===== config.mk =====
export PLATFORM = sky130hd
export DESIGN_NAME = tlv_datagram_parser
export DESIGN_NICKNAME = d
export VERILOG_FILES = /design/src/rtl/tlvp_pkg.sv /design/src/rtl/tlv_datagram_parser.sv /design/src/rtl/tlvp_step.sv /design/src/rtl/tlvp_out_reg.sv
export SDC_FILE = /design/constraint.sdc
export NUM_CORES = 1
export LEC_CHECK = 0
export ABC_AREA = 1
export BUFFER_PORTS_ARGS = -buffer_cell sky130_fd_sc_hd__buf_2
export CAP_MARGIN = 5
export CELL_PAD_IN_SITES_DETAIL_PLACEMENT = 1
export CELL_PAD_IN_SITES_GLOBAL_PLACEMENT = 1
export CORE_MARGIN = 2
export CORE_UTILIZATION = 47
export CTS_CLUSTER_SIZE = 40
export DETAILED_ROUTE_END_ITERATION = 8
export GPL_TIMING_DRIVEN = 0
export HOLD_SLACK_MARGIN = 0.15
export PLACE_DENSITY_LB_ADDON = 0.05
export SYNTH_ARGS = -nofsm -noshare
export SYNTH_HDL_FRONTEND = slang
export SYNTH_HIERARCHICAL = 1
export SYNTH_SLANG_ARGS = --single-unit

===== constraint.sdc =====
create_clock -name i_clk -period 4.1 [get_ports i_clk]
set_clock_uncertainty 0.2 [all_clocks]
set_input_delay 0.615 -clock i_clk [delete_from_list [all_inputs] [get_ports i_clk]]
set_output_delay 0.615 -clock i_clk [all_outputs]
set_load 0.02 [all_outputs]

===== src/rtl/tlvp_pkg.sv =====
// Shared types, constants and helpers for the TLV datagram parser.
// No dependencies.
`timescale 1ns / 1ps
`default_nettype none

package tlvp_pkg;

    localparam int MAX_RECORDS = 64;
    localparam int COUNT_W     = $clog2(MAX_RECORDS + 1);
    localparam int LEN_W       = 15;

    localparam logic [7:0] TYPE_PAYLOAD = 8'd7;

    typedef enum logic [1:0] {
        PH_TYPE   = 2'd0,
        PH_LEN_LO = 2'd1,
        PH_LEN_HI = 2'd2,
        PH_DATA   = 2'd3
    } t_phase;

    typedef enum logic [1:0] {
        ERR_NONE      = 2'd0,
        ERR_TRUNCATED = 2'd1,
        ERR_OVERFLOW  = 2'd2,
        ERR_SHORT     = 2'd3
    } t_err;

    typedef struct packed {
        t_phase             phase;
        logic [7:0]         rtype;
        logic [7:0]         len_lo;
        logic [LEN_W-1:0]   rec_len;
        logic [LEN_W-1:0]   remaining;
        logic [31:0]        acc;
        logic [2:0]         offset;
        logic [COUNT_W-1:0] count;
        logic               dropped;
    } t_state;

    localparam t_state ST_RESET = '{
        phase: PH_TYPE, rtype: '0, len_lo: '0, rec_len: '0, remaining: '0,
        acc: '0, offset: '0, count: '0, dropped: 1'b0
    };

    typedef struct packed {
        t_phase           byte_kind;
        logic [7:0]       record_type;
        logic [LEN_W-1:0] record_length;
        logic [7:0]       value_byte;
        logic             payload_valid;
        logic             field_done;
        logic [31:0]      field_value;
        logic             record_end;
        logic             datagram_end;
        t_err             error_code;
    } t_result;

    // header field width in bytes, 0 for non-field types
    function automatic logic [2:0] field_width(input logic [7:0] t);
        logic [2:0] w;
        begin
            case (t)
                8'd1, 8'd2, 8'd5, 8'd6: w = 3'd2;
                8'd3, 8'd4:             w = 3'd4;
                default:                w = 3'd0;
            endcase
            return w;
        end
    endfunction

endpackage

`default_nettype wire


===== src/rtl/tlv_datagram_parser.sv =====
// TLV datagram parser top level: parser state registers, step logic, result register.
// Depends on tlvp_pkg, tlvp_step, tlvp_out_reg.
//
//  channel | direction | handshake              | beat
//  in      | input     | i_in_valid / o_in_stall | one datagram byte + last flag
//  out     | output    | o_out_valid / i_out_stall | one tagged result per byte
//
// One byte per cycle unless stalled; result valid in the cycle after a beat is taken.
// The parser state and result register update in the same edge a beat is taken.
// Synchronous active-low reset clears the parser state and the result valid.
// o_in_stall rises only while a result is held and the consumer stalls.
`timescale 1ns / 1ps
`default_nettype none

module tlv_datagram_parser (
    input  wire logic        i_clk,
    input  wire logic        i_rst_n,
    input  wire logic        i_in_valid,
    output logic             o_in_stall,
    input  wire logic [7:0]  i_data_byte,
    input  wire logic        i_last_byte,
    output logic             o_out_valid,
    input  wire logic        i_out_stall,
    output logic [1:0]       o_byte_kind,
    output logic [7:0]       o_record_type,
    output logic [14:0]      o_record_length,
    output logic [7:0]       o_value_byte,
    output logic             o_payload_valid,
    output logic             o_field_done,
    output logic [31:0]      o_field_value,
    output logic             o_record_end,
    output logic             o_datagram_end,
    output logic [1:0]       o_error_code
);
    import tlvp_pkg::*;

    t_state  r_state;
    t_state  n_state;
    t_result w_result;
    t_result w_out;
    logic    w_accept;

    assign w_accept = i_in_valid & ~o_in_stall;

    tlvp_step u_step (
        .i_state     (r_state),
        .i_data_byte (i_data_byte),
        .i_last_byte (i_last_byte),
        .o_next      (n_state),
        .o_result    (w_result)
    );

    always_ff @(posedge i_clk) begin
        if (!i_rst_n) begin
            r_state <= ST_RESET;
        end else if (w_accept) begin
            r_state <= n_state;
        end
    end

    tlvp_out_reg u_out (
        .i_clk        (i_clk),
        .i_rst_n      (i_rst_n),
        .i_load       (w_accept),
        .i_result     (w_result),
        .i_out_stall  (i_out_stall),
        .o_out_valid  (o_out_valid),
        .o_full_stall (o_in_stall),
        .o_result     (w_out)
    );

    assign o_byte_kind     = w_out.byte_kind;
    assign o_record_type   = w_out.record_type;
    assign o_record_length = w_out.record_length;
    assign o_value_byte    = w_out.value_byte;
    assign o_payload_valid = w_out.payload_valid;
    assign o_field_done    = w_out.field_done;
    assign o_field_value   = w_out.field_value;
    assign o_record_end    = w_out.record_end;
    assign o_datagram_end  = w_out.datagram_end;
    assign o_error_code    = w_out.error_code;

`ifndef NO_ASSERTIONS
    a_done_ends_record: assert property (@(posedge i_clk) disable iff (!i_rst_n)
        o_out_valid && o_field_done |-> o_record_end)
        else $error("field_done without record_end");

    a_payload_tag: assert property (@(posedge i_clk) disable iff (!i_rst_n)
        o_out_valid && o_payload_valid |-> o_byte_kind == PH_DATA
            && o_record_type == TYPE_PAYLOAD)
        else $error("payload flag on non-payload byte");

    a_dropped_quiet: assert property (@(posedge i_clk) disable iff (!i_rst_n)
        o_out_valid && o_error_code == ERR_OVERFLOW |-> !o_field_done && !o_payload_valid)
        else $error("dropped record produced field or payload");

    a_last_resets: assert property (@(posedge i_clk) disable iff (!i_rst_n)
        w_accept && i_last_byte |=> r_state.phase == PH_TYPE && r_state.count == '0)
        else $error("parser state not cleared after datagram end");
`endif

endmodule

`default_nettype wire


===== src/rtl/tlvp_step.sv =====
// Per-beat parse logic: next parser state and result from current state and beat.
// Depends on tlvp_pkg.
`timescale 1ns / 1ps
`default_nettype none

module tlvp_step (
    input  wire tlvp_pkg::t_state  i_state,
    input  wire logic [7:0]        i_data_byte,
    input  wire logic              i_last_byte,
    output tlvp_pkg::t_state       o_next,
    output tlvp_pkg::t_result      o_result
);
    import tlvp_pkg::*;

    logic [2:0]       w_fw;
    logic [LEN_W-1:0] w_eff_len;
    logic             w_room;
    logic             w_dropped;
    logic             w_take;
    logic [2:0]       w_off_upd;
    logic [31:0]      w_acc_upd;
    logic             w_data_end;

    assign w_fw       = field_width(i_state.rtype);
    assign w_eff_len  = i_data_byte[7] ? '0 : {i_data_byte[6:0], i_state.len_lo};
    assign w_room     = i_state.count < COUNT_W'(MAX_RECORDS);
    assign w_dropped  = (i_state.phase == PH_TYPE) ? !w_room : i_state.dropped;
    assign w_take     = i_state.offset < w_fw;
    assign w_off_upd  = w_take ? i_state.offset + 3'd1 : i_state.offset;
    assign w_data_end = i_state.remaining <= LEN_W'(1);

    always_comb begin
        w_acc_upd = i_state.acc;
        for (int i = 0; i < 4; i++) begin
            if (w_take && i_state.offset == 3'(i)) begin
                w_acc_upd[8*i +: 8] = i_data_byte;
            end
        end
    end

    // next state
    always_comb begin
        o_next = i_state;
        case (i_state.phase)
            PH_TYPE: begin
                o_next.rtype = i_data_byte;
                if (w_room) begin
                    o_next.count   = i_state.count + COUNT_W'(1);
                    o_next.dropped = 1'b0;
                end else begin
                    o_next.dropped = 1'b1;
                end
                o_next.phase = PH_LEN_LO;
            end
            PH_LEN_LO: begin
                o_next.len_lo = i_data_byte;
                o_next.phase  = PH_LEN_HI;
            end
            PH_LEN_HI: begin
                o_next.rec_len   = w_eff_len;
                o_next.remaining = w_eff_len;
                o_next.acc       = '0;
                o_next.offset    = '0;
                o_next.phase     = (w_eff_len == '0) ? PH_TYPE : PH_DATA;
            end
            PH_DATA: begin
                o_next.acc    = w_acc_upd;
                o_next.offset = w_off_upd;
                if (i_state.remaining != '0) begin
                    o_next.remaining = i_state.remaining - LEN_W'(1);
                end
                if (w_data_end) begin
                    o_next.phase = PH_TYPE;
                end
            end
            default: o_next = i_state;
        endcase
        if (i_last_byte) begin
            o_next = ST_RESET;
        end
    end

    // result
    always_comb begin
        logic trunc;
        logic shortf;
        trunc  = 1'b0;
        shortf = 1'b0;
        o_result               = '0;
        o_result.byte_kind     = i_state.phase;
        o_result.record_type   = (i_state.phase == PH_TYPE) ? i_data_byte : i_state.rtype;
        o_result.value_byte    = i_data_byte;
        o_result.datagram_end  = i_last_byte;
        o_result.error_code    = ERR_NONE;
        case (i_state.phase)
            PH_TYPE, PH_LEN_LO: begin
                trunc = i_last_byte;
            end
            PH_LEN_HI: begin
                o_result.record_length = w_eff_len;
                if (w_eff_len == '0) begin
                    o_result.record_end = 1'b1;
                    if (w_fw != 3'd0 && !w_dropped) begin
                        o_result.field_done = 1'b1;
                        shortf              = 1'b1;
                    end
                end else begin
                    trunc = i_last_byte;
                end
            end
            PH_DATA: begin
                o_result.record_length = i_state.rec_len;
                o_result.payload_valid = (i_state.rtype == TYPE_PAYLOAD) && !w_dropped;
                if (w_data_end) begin
                    o_result.record_end = 1'b1;
                    if (w_fw != 3'd0 && !w_dropped) begin
                        o_result.field_done  = 1'b1;
                        o_result.field_value = w_acc_upd;
                        shortf               = w_off_upd < w_fw;
                    end
                end else begin
                    trunc = i_last_byte;
                end
            end
            default: trunc = 1'b0;
        endcase
        if (w_dropped) begin
            o_result.error_code = ERR_OVERFLOW;
        end else if (trunc) begin
            o_result.error_code = ERR_TRUNCATED;
        end else if (shortf) begin
            o_result.error_code = ERR_SHORT;
        end
    end

endmodule

`default_nettype wire


===== src/rtl/tlvp_out_reg.sv =====
// Result register with valid/stall handshake toward the consumer.
// Depends on tlvp_pkg.
`timescale 1ns / 1ps
`default_nettype none

module tlvp_out_reg (
    input  wire logic              i_clk,
    input  wire logic              i_rst_n,
    input  wire logic              i_load,
    input  wire tlvp_pkg::t_result i_result,
    input  wire logic              i_out_stall,
    output logic                   o_out_valid,
    output logic                   o_full_stall,
    output tlvp_pkg::t_result      o_result
);
    import tlvp_pkg::*;

    logic    r_valid;
    logic    n_valid;
    t_result r_result;

    assign n_valid      = i_load | (r_valid & i_out_stall);
    assign o_full_stall = r_valid & i_out_stall;
    assign o_out_valid  = r_valid;
    assign o_result     = r_result;

    always_ff @(posedge i_clk) begin
        if (!i_rst_n) begin
            r_valid <= 1'b0;
        end else begin
            r_valid <= n_valid;
        end
    end

    always_ff @(posedge i_clk) begin
        if (i_load) begin
            r_result <= i_result;
        end
    end

endmodule

`default_nettype wire

# After elaboration in Yosys (flattened, before gate mapping)
# Cells that the tools add are included.
# word_totals
word_cells	111
out_inout_bits	73
reg_bits	163
input_bits	13
# classes
bitwise	4
add_sub_neg	3
mux	36
eq_ne	15
reduce_logical	29
order_cmp	4
# ops
op	n
$pmux W50 S2	1
$mux W91	1
$mux W8	7
$mux W15	3
$mux W34	1
$mux W33	1
$eq A8 B3 Y1 const B	4
$pmux W15 S2	1
$eq A8 B2 Y1 const B	2
$le A15 B1 Y1 const B	1
$logic_not A15 Y1	1
$reduce_bool A15 Y1	1
$sub A15 B1 Y15 const B	1
$reduce_and A2 Y1	5
$mux W1	9
$reduce_and A3 Y1	3
$eq A8 B1 Y1 const B	1
$mux W2	4
$pmux W2 S4	1
$reduce_bool A2 Y1	4
$add A7 B1 Y7 const B	1
$lt A7 B7 Y1 const B	1
$mux W7	1
$eq A3 B2 Y1 const B	2
other kinds (20)	34

# Depth between registers and ports, before layout
# Gate-level depths: netlist of run 1.
# logic_depth
depth_word	11
ltp_mapped	19
depth_no_buf	18

# By module
# Netlist of run 1, hierarchy kept.
# by_module_without_submodules
module	seq_area_each_um2	cells_per_inst	area_each_um2	n_inst
tlv_datagram_parser	1821.7	588	3851.2	1
tlvp_step	0.0	698	3294.4	1
tlvp_out_reg	2152.1	77	2175.8	1

# Worst setup path after synthesis of run 1
# Ideal clock, no wire load.
# synth_path
kind	in2reg
startpoint	input i_out_stall
endpoint	register u_out.r_result, in the netlist u_out/o_result[0] (enable)
cell_stages	4
setup_slack_ns	1.567
arrival_ns	1.932
path_buffers	1
cell_sequence	nand2_1 inv_1 nor2_2 buf_2
# synth_via
elab_chain_len	3
# synth_lines
item	line	text
start: declaration	tlv_datagram_parser.sv:23	input wire logic i_out_stall,
$and A1 B1 Y1	tlvp_out_reg.sv:23	assign o_full_stall = r_valid & i_out_stall;
net o_in_stall	tlv_datagram_parser.sv:19	output logic o_in_stall,
$not A1 Y1	tlv_datagram_parser.sv:43	assign w_accept = i_in_valid & ~o_in_stall;
$and A1 B1 Y1	tlv_datagram_parser.sv:43	
net w_accept	tlv_datagram_parser.sv:41	logic w_accept;
end signal: assignment	tlvp_out_reg.sv:37	r_result <= i_result;
end: declaration	tlvp_out_reg.sv:20	t_result r_result;
# The timed path passes the listed nets, and every way through them passes these cells.
# A chain may end at the register's enable or synchronous reset.

==> out/results.ini, run 1 <==
[placed_design]
place.gp.congestion = 0.933
hpwl_um = 21900
portBuffers = 84

[worst_setup_path]
critPathCaptureType = flop
required_ps = 4270
arrival_ps = 3040
cp_max_fo = 10
worstSetupPathType = flop to flop
startpoint_type = flop

[synth]
async_flop_share_pct = 0
yosys.area.top_type = edfxtp_1
synth-main-ff-cell = dfxtp_1
synthDistinctLibCells = 40
synthCells = 1363
synth.area.top_cells = edfxtp_1 (23%), dfxtp_1 (20%), nand2_1 (11%)
yosysTopAreaCellShare_pct = 22.9
syn_avg_cell_area_um2 = 6.84
syn_area_um2 = 9320
syn-num-nets = 1386
synth_edf_count = 71
ys_ff_latch = 163
seq_area_frac_synth_pct = 42.6
yosys_warnings = 6

[die]
die_h_um = 145
start_util_pct = 47.9
die_x_um = 145
placementRows = 51
die_area_um2 = 21000
core-area_um2 = 19500
ioPinCount = 86

[status]
outcome = finished clean

[clock_network]
ctsHtreeMaxLevel = 4
cts_buffers = 17
cts_tree = yes
clkSinkCount = 163
cts_max_path_buffers = 2
path_clk_slew_ps = 70
post_cts.repair.setup_buffers = 0
clk_root_buffer_cell = clkbuf_16
clock_latency_ps = 440

[cells_and_area]
drive_gt1_share_pct = 13.3
fillers = 2663
final_common_cell = nand2_1
finalNetCount = 1491
syn_to_final_growth_pct = 14.4
layout_common_cells = nand2_1 (268), nor2_1 (267), inv_1 (199)
num_antenna_cells = 0

[power]
ir_worst_vdd_v = 0.000280
swShare_pct = 32.7
powerDensity_nw_per_um2 = 402
clock_power_share_pct = 36.0
p_leak_uw = 0.00481
intPower_uw = 2880
switchingPower_uw = 1400
combPwrFrac_pct = 20.1
seqPwrFrac_pct = 43.9

[routing]
drcViolationCount = 0
first_pass_iters = 5
drt-initial-drc-count = 603
route.vias.total = 9321
vias_per_cell = 5.34
wl_um = 31100
routedWlPerCell_um = 17.8
antenna_left = 0

[global_routing]
grt_pass1_wl_um = 48400
grt_usage_pct = 30.4
grt_pass1_vias = 9211
overflow = 0
antenna_found_initial = 0
grt_max_degree = 44

[hold_path]
hold_class = primary input to flop

[sta]
tns_ps = 0
fmax_mhz = 348
grt_setup_unrepaired = false
min_period_ps = 2870
hold_viol_final = 0
worst_slew_pin_slew_ps = 697
setup_violations = 0
holdWs_ps = 216
slew_headroom_pct = 53.3
slew_viol_final = 0
period_share_pct = 70.0

[run]
maxCapViolCount = 0

cells by family after synthesis:
kind of cell             after synthesis  share of synthesized area [%]
AO/OA/AOI/OAI                        146                           8.67
XOR/XNOR                               6                          0.564
adder cells (fa/ha/maj)               10                           1.34
buffers and inverters                289                           13.2
flip-flops                           163                           42.6
AND/OR/NAND/NOR                      749                           33.6
per-stage QoR:
| stage | cell area (um^2) | util [%] | cells | setup slack (ps) | power (uW) |
|---|---|---|---|---|---|
| after CTS | 10700 | 54.8 | 1746 | 1250 | 4300 |
| after detailed placement | 10100 | 51.9 | 1713 | 1360 | 2750 |
| after global routing | 10700 | 54.8 | 1746 | 1050 | 4470 |
| after global placement | 10100 | 51.8 | 1712 | 1100 | 2720 |
| after floorplan | 9320 | - | 1363 | 1570 | 2490 |
| final | 10700 | 54.8 | 1746 | 1230 | 4280 |
power groups by stage:
stage / registers [uW] / logic [uW] / clock network [uW]
after floorplan: 1960 / 539 / 0
after global placement: 1910 / 808 / 0
after detailed placement: 1920 / 838 / 0
after CTS: 1880 / 850 / 1570
after global routing: 1890 / 954 / 1620
final: 1880 / 859 / 1540
timing repair:
item	CTS	global route
endpoints found under the hold margin	1	0
gates resized for setup	0	0
setup endpoints to repair	0	0
hold buffers	1	0
critical path, stage by stage (launching register included):
cell and delay, ps:
dfxtp_1 340, nor2_1 130, nand2_1 100, nor2_1 120, nand2_1 170, ha_1 340
nand2_1 90, nand2_1 100, inv_2 80, buf_6 150, nand2_2 150, nand2_1 170
nand3_1 130, a21oi_1 230, inv_1 70, nand3_1 70, nand2_1 50, nor2_1 100
cell usage after synthesis (4+ instances only):
cell type / count
o21ai_0: 50
dfxtp_1: 92
o22ai_1: 14
clkbuf_1: 18
buf_4: 18
nand2_1: 268
a21oi_1: 61
buf_1: 8
nor2_2: 4
nor2_1: 267
nand3_1: 176
buf_2: 39
buf_6: 4
xor2_1: 4
a31oi_1: 4
nor3_1: 14
edfxtp_1: 71
nand4_1: 8
ha_1: 10
nand2_2: 6
inv_1: 199
sequential cells by signal, summed over array words and instances, names as in the netlist:
| name | count |
|---|---|
| r_state | 91 |
| u_out/o_out_valid | 1 |
| u_out/o_result | 71 |
final cells by class:
cell class	count	area [um^2]	share of cell area (%)
plain buffers	87	475	4.46
repair buffers	86	450	4.22
clock buffers	18	439	4.12
inverters	202	758	7.11
well taps	265	332	3.11
clock inverters	14	119	1.11
multi-input cells	911	4120	38.6
flip-flops and latches	163	3970	37.3
worst paths after layout:
kind | from | end | slack [ps] | cells past startpoint
hold / removal | i_rst_n | u_out/o_out_valid | 220 | 3
hold reg to reg | r_state[58] | r_state[58] | 280 | 2
setup / recovery | r_state[87] | r_state[12] | 1230 | 17
setup reg to reg | r_state[87] | r_state[12] | 1230 | 17
routing by layer:
metal	vias to the layer above	routed length (um)	GRT usage (%)
li1	4525	-	-
met1	4453	13400	37.9
met2	272	14600	50.5
met3	71	1880	6.38
met4	0	1150	14.2
met5	-	0	0
Power figures use the tool's default switching activity.
==> inputs of run 2 (changes only) <==
ABC_AREA = 0   (was 1)
CORE_UTILIZATION = 46   (was 47)
clock period = 2.7 ns   (was 4.1 ns; I/O delays follow)
==> run 2 against run 1 <==
The flow now finishes with violations (setup timing). Critical path type unchanged. Routed wire length grew 1.5%. Highest routed layer unchanged. First-iteration DRC count increased by 21%. Utilization is 1.2 points higher.
==> out/results.ini, run 2 <==
[worst_setup_path]
critPathCaptureType = flop
required_ps = 2780  ; -1490 ps
arrival_ps = 2870  ; -170 ps
startpoint_type = flop
cp_max_fo = 3  ; -7
worstSetupPathType = flop to flop

[sta]
tns_ps = -217  ; -217 ps
fin_ws_ps = -89.3  ; -1320 ps
grt_setup_unrepaired = true
period_share_pct = 103  ; +33 points
fmax_mhz = 359  ; +2.9%
worst_slew_pin_slew_ps = 1150  ; +451 ps
min_period_ps = 2790  ; -82.2 ps
hold_viol_final = 0  ; unchanged
setup_violations = 3  ; +3
holdWs_ps = 184  ; -31.7 ps
slew_headroom_pct = 23.5  ; -30 points
slew_viol_final = 0  ; unchanged

[placed_design]
portBuffers = 81  ; -3.6%
place.gp.congestion = 0.858  ; -8.0%
hpwl_um = 20400  ; -6.8%

[cells_and_area]
num_antenna_cells = 0  ; unchanged
finalNetCount = 1182  ; -21%
final_common_cell = nand2_1
drive_gt1_share_pct = 22.1  ; +8.8 points
largest_reg_flops = 91  ; unchanged
layout_common_cells = nand2_1 (307), buf_2 (103), mux2i_1 (103)
syn_to_final_growth_pct = 19.2
largest-register = r_state

[synth]
synthAdderAreaFrac_pct = 1.37  ; +0.026 points
synth-compound-area-share_pct = 12.9  ; +4.2 points
async_flop_share_pct = 0  ; unchanged
synthMuxAreaShare_pct = 12.3  ; +12 points
seq_area_frac_synth_pct = 43.5  ; +0.83 points
syn_avg_cell_area_um2 = 8.81  ; +29%
synth-main-ff-cell = dfxtp_1
ys_ff_latch = 163  ; unchanged
synthTopCellsByCount = nand2_1 (312), mux2i_1 (103), dfxtp_1 (92)
syn-num-nets = 1061  ; -23%
yosysMostFrequentCell = nand2_1
yosysTopAreaCellShare_pct = 23.3  ; +0.45 points
yosys.area.top_type = edfxtp_1
syn_area_um2 = 9140  ; -1.9%
yosys.area_share.simple_pct = 22.2  ; -11 points
synthDistinctLibCells = 60  ; +50%
synth_edf_count = 71  ; unchanged
synth.area.top_cells = edfxtp_1 (23%), dfxtp_1 (20%), nand2_1 (13%)
synth-xor-area-share_pct = 0.671  ; +0.11 points
synth_top_family_by_area = simple AND/OR/NAND/NOR gates
synthCells = 1038  ; -24%
yosys_warnings = 6  ; unchanged

[global_routing]
grt_pass1_vias = 8457  ; -8.2%
grt_usage_pct = 29.4  ; -1.0 points
overflow = 0  ; unchanged
grt_max_degree = 82  ; +86%
antenna_found_initial = 0  ; unchanged
grt_pass1_wl_um = 48300  ; -0.16%

[routing]
wl_um = 31500  ; +1.5%
routedWlPerCell_um = 21.9  ; +23%
first_pass_iters = 5  ; unchanged
drcViolationCount = 0  ; unchanged
vias_per_cell = 5.87  ; +10%
drt-initial-drc-count = 729  ; +21%
antenna_left = 0  ; unchanged
route.vias.total = 8436  ; -9.5%

[power]
seqPwrFrac_pct = 45.6  ; +1.7 points
clock_power_share_pct = 42.3  ; +6.3 points
combPwrFrac_pct = 12.0  ; -8.1 points
swShare_pct = 27.8  ; -4.9 points
p_leak_uw = 0.00403  ; -16%
switchingPower_uw = 1630  ; +17%
intPower_uw = 4240  ; +47%
ir_worst_vdd_v = 0.000433  ; +54%
powerDensity_nw_per_um2 = 539  ; +34%

[clock_network]
cts_max_path_buffers = 2  ; unchanged
clk_root_buffer_cell = clkbuf_16
ctsHtreeMaxLevel = 4  ; unchanged
path_clk_slew_ps = 70  ; about the same
cts_tree = yes
clkSinkCount = 163  ; unchanged
cts_buffers = 17  ; unchanged
clock_latency_ps = 440  ; about the same

[status]
violations = setup timing
outcome = finished with violations

[die]
die_x_um = 145  ; +0.10%
die_area_um2 = 21000  ; +0.21%
start_util_pct = 47.0  ; -0.92 points
ioPinCount = 86  ; unchanged
die_h_um = 145  ; +0.10%
placementRows = 51  ; unchanged
core-area_um2 = 19500  ; unchanged

[hold_path]
hold_class = primary input to flop

[run]
maxCapViolCount = 0  ; unchanged

[run 2: final timing paths]
| path | slack (ps) | depth (start not counted) | startpoint | endpoint |
|---|---|---|---|---|
| worst max-delay path | -90 | 10 | r_state[86] | u_out/o_result[1] |
| worst min-delay path | 180 | 2 | i_data_byte[7] | u_out/o_result[45] |
| worst max register to register | -90 | 10 | r_state[86] | u_out/o_result[1] |
| worst min register to register | 280 | 2 | r_state[63] | r_state[63] |
[run 2: cell families (layout without fill, tap and decap cells)]
group           after synthesis  in the layout
compound gates              165            165
simple gates                474            474
mux                         111            111
xor+xnor                      7              7
buf+inv                     108            242
flops                       163            163
fa+ha+maj                    10             10
[run 2: metal layers]
| metal | routed length (um) | track usage, % | vias up |
|---|---|---|---|
| li1 | - | - | 3865 |
| met1 | 13800 | 39.5 | 4156 |
| met2 | 14800 | 47.8 | 341 |
| met3 | 2120 | 5.66 | 74 |
| met4 | 842 | 9.50 | 0 |
| met5 | 0 | 0 | - |
[run 2: worst max-delay path, stage by stage (launching register included)]
cell	delay (ps)
dfxtp_4	360
nor3_4	210
and2_4	200
o21ai_4	80
ha_4	260
buf_4	140
o21ai_0	330
o21ai_0	300
o21ai_2	260
a31oi_4	130
o21ai_1	170
[run 2: what timing repair did]
| action | 4_1_cts | 5_1_grt |
|---|---|---|
| hold endpoints to repair | 8 | 0 |
| setup endpoints to repair | 95 | 85 |
| setup buffers | 7 | 7 |
| gates resized for setup | 38 | 41 |
| hold buffers | 9 | 0 |
| pin swaps | 4 | 10 |
[run 2: final cells by class]
type | instances | area (um^2)
multi-input combinational | 767 | 4700
inverter | 16 | 60.1
tap | 265 | 332
clock buffer | 18 | 450
sequential | 163 | 3980
clock inverter | 14 | 141
timing repair buffer | 104 | 601
fill | 2310 | 8570
buffer | 90 | 627
[run 2: through the flow]
step / worst slack (ps) / cell area, um^2 / power (uW) / utilization (%) / std cells
finish: -89.3 / 10900 / 5870 / 56.0 / 1437
global placement: -490 / 9880 / 3350 / 50.8 / 1384
CTS: 11.9 / 10700 / 5870 / 55.0 / 1432
detailed placement: -518 / 9880 / 3360 / 50.8 / 1384
floorplan: 17.9 / 9140 / 3140 / - / 1038
global route: -84.1 / 10900 / 6030 / 56.0 / 1437
[run 2: power groups by stage]
stage	sequential, uW	clock, uW	combinational [uW]
after floorplan	2800	0	346
after global placement	2720	0	628
after detailed placement	2730	0	636
after CTS	2680	2520	671
after global routing	2680	2610	743
final	2680	2490	707
==> inputs of run 3 (changes only) <==
CORE_UTILIZATION = 41   (was 46)
clock period = 2.3 ns   (was 2.7 ns; I/O delays follow)
==> run 3 against run 2 <==
Critical path depth is 2 higher. The flow still finishes with violations (setup timing). Combinational power is 33% higher. Critical path type unchanged. Routed wire length is 4.6% higher.
==> out/results.ini, run 3 (same netlist as run 2, synthesis figures left out) <==
[run]
maxCapViolCount = 0  ; unchanged

[sta]
hold_viol_final = 0  ; unchanged
slew_headroom_pct = 21.2  ; -2.2 points
setup_violations = 69  ; +66
fmax_mhz = 390  ; +8.9%
fin_ws_ps = -262  ; -173 ps
grt_setup_unrepaired = true
holdWs_ps = 263  ; +79.2 ps
period_share_pct = 111  ; +8.1 points
worst_slew_pin_slew_ps = 1180  ; +33.7 ps
min_period_ps = 2560  ; -227 ps
slew_viol_final = 0  ; unchanged

[die]
die_h_um = 153  ; +5.8%
placementRows = 54  ; +5.9%
start_util_pct = 41.9  ; -5.1 points
die_area_um2 = 23500  ; +12%
ioPinCount = 86  ; unchanged
core-area_um2 = 21800  ; +12%
die_x_um = 153  ; +5.8%

[cells_and_area]
num_antenna_cells = 0  ; unchanged
final_cells = 1484  ; +3.3%
syn_to_final_growth_pct = 31.3
largest_reg_flops = 91  ; unchanged
final_common_cell = nand2_1
layout_common_cells = nand2_1 (278), buf_2 (103), mux2i_1 (100)
drive_gt1_share_pct = 31.5  ; +9.4 points
finalNetCount = 1214  ; +2.7%
largest-register = r_state

[global_routing]
overflow = 0  ; unchanged
grt_usage_pct = 27.5  ; -1.8 points
grt_max_degree = 82  ; unchanged
grt_pass1_vias = 8544  ; +1.0%
antenna_found_initial = 0  ; unchanged
grt_pass1_wl_um = 50300  ; +4.2%

[status]
outcome = finished with violations
violations = setup timing

[worst_setup_path]
r2r_end = r_state[9]
arrival_ps = 2720  ; -150 ps
r2r_slack_ps = -260  ; -170 ps
startpoint_type = flop
reg2reg_depth = 12  ; +2
critPathCaptureType = flop
cp-startpoint = r_state[84]
cp_max_fo = 4  ; +1
rr_startpoint = r_state[84]
required_ps = 2460  ; -320 ps
worstSetupPathType = flop to flop

[power]
p_leak_uw = 0.00439  ; +9.1%
powerDensity_nw_per_um2 = 584  ; +8.5%
ir_worst_vdd_v = 0.000497  ; +15%

[hold_path]
hold_class = primary input to flop
holdPathStages = 4  ; +2
hold_end = r_state[0]
hold_start = i_in_valid

[routing]
drcViolationCount = 0  ; unchanged
wl_um = 33000  ; +4.6%
drt-initial-drc-count = 560  ; -23%
route.vias.total = 8479  ; +0.51%
antenna_left = 0  ; unchanged
first_pass_iters = 5  ; unchanged
routedWlPerCell_um = 22.2  ; +1.3%
vias_per_cell = 5.71  ; -2.7%

[clock_network]
cts_max_path_buffers = 2  ; unchanged
cts_tree = yes
path_clk_slew_ps = 70  ; about the same
ctsHtreeMaxLevel = 4  ; unchanged
clk_root_buffer_cell = clkbuf_16
cts_buffers = 17  ; unchanged
clock_latency_ps = 440  ; about the same
clkSinkCount = 163  ; unchanged

[placed_design]
place.gp.congestion = 0.898  ; +4.6%
hpwl_um = 20900  ; +2.5%
placed_cells = 1399  ; +1.1%
portBuffers = 81  ; unchanged

==> run 3: changes by cell type in the layout (fill, tap and decap cells not counted), moves of 16 or more <==
| cell | previous run | this run |
|---|---|---|
| buf_6 | 3 | 19 |
| nand2_1 | 307 | 278 |
| nand2_4 | 1 | 17 |
| nand3_1 | 36 | 13 |
| nand3_2 | 0 | 21 |
==> run 3: per-layer routing <==
| metal | vias up | share of wire [%] | track usage [%] |
|---|---|---|---|
| met5 | - | 0 | 0 |
| met4 | 0 | 2.2 | 7.85 |
| met3 | 57 | 4.9 | 4.71 |
| met2 | 246 | 47 | 45.1 |
| met1 | 4239 | 46 | 37.5 |
| li1 | 3937 | - | - |
==> run 3: worst max-delay path by stage <==
stage	endpoint	slack [ps]	cells after the start
2_1_floorplan	u_out/o_result[31]	-70	10
3_5_place_dp	r_state[41]	-980	8
3_3_place_gp	r_state[39]	-920	8
6_report	r_state[9]	-260	12
4_1_cts	r_state[16]	-220	13
5_1_grt	r_state[9]	-390	12
==> run 3: area by class of cell <==
type / count / area [um^2]
Timing Repair Buffer: 136 / 998
Clock inverter: 13 / 136
Fill cell: 2464 / 9820
Sequential cell: 163 / 4000
Buffer: 90 / 781
Clock buffer: 19 / 454
Multi-Input combinational cell: 767 / 5230
Tap cell: 280 / 350
Inverter: 16 / 60.1
==> run 3: where the power goes <==
part / switching [uW] / internal, uW / leakage (uW) / total (uW)
logic: 595 / 347 / 0.00264 / 941
registers: 40.8 / 3100 / 0.00146 / 3140
clock network: 1340 / 1590 / 0.000285 / 2930
==> run 3: critical path, stage by stage (launching register included) <==
cell      delay [ps]
dfxtp_1          370
nor2_4           190
and2_4           190
o21ai_4           70
ha_4             290
buf_4            120
o21ai_2           70
o21ai_1          100
nand2_1          110
a211o_1          290
a221oi_2         270
nand2_1          100
mux2i_1          130
==> run 3: what timing repair did <==
action / in CTS / in global routing
endpoints found under the hold margin: 10 / 0
cloned: 7 / 1
resized for setup: 152 / 81
hold buffers: 11 / 0
pin swaps: 43 / 53
setup endpoints to repair: 130 / 96
buffers inserted: 21 / 17
==> run 3: stage by stage <==
stage	utilization (%)	power, uW	TNS, ps	worst slack, ps	instance area (um^2)
4_1_cts	53.0	7000	-7570	-216	11600
3_3_place_gp	45.8	3960	-48000	-923	9990
2_1_floorplan	-	3700	-742	-67.2	9230
5_1_grt	55.0	7240	-14700	-386	12000
6_report	55.0	7010	-9130	-262	12000
3_5_place_dp	45.8	3970	-52080	-976	9990
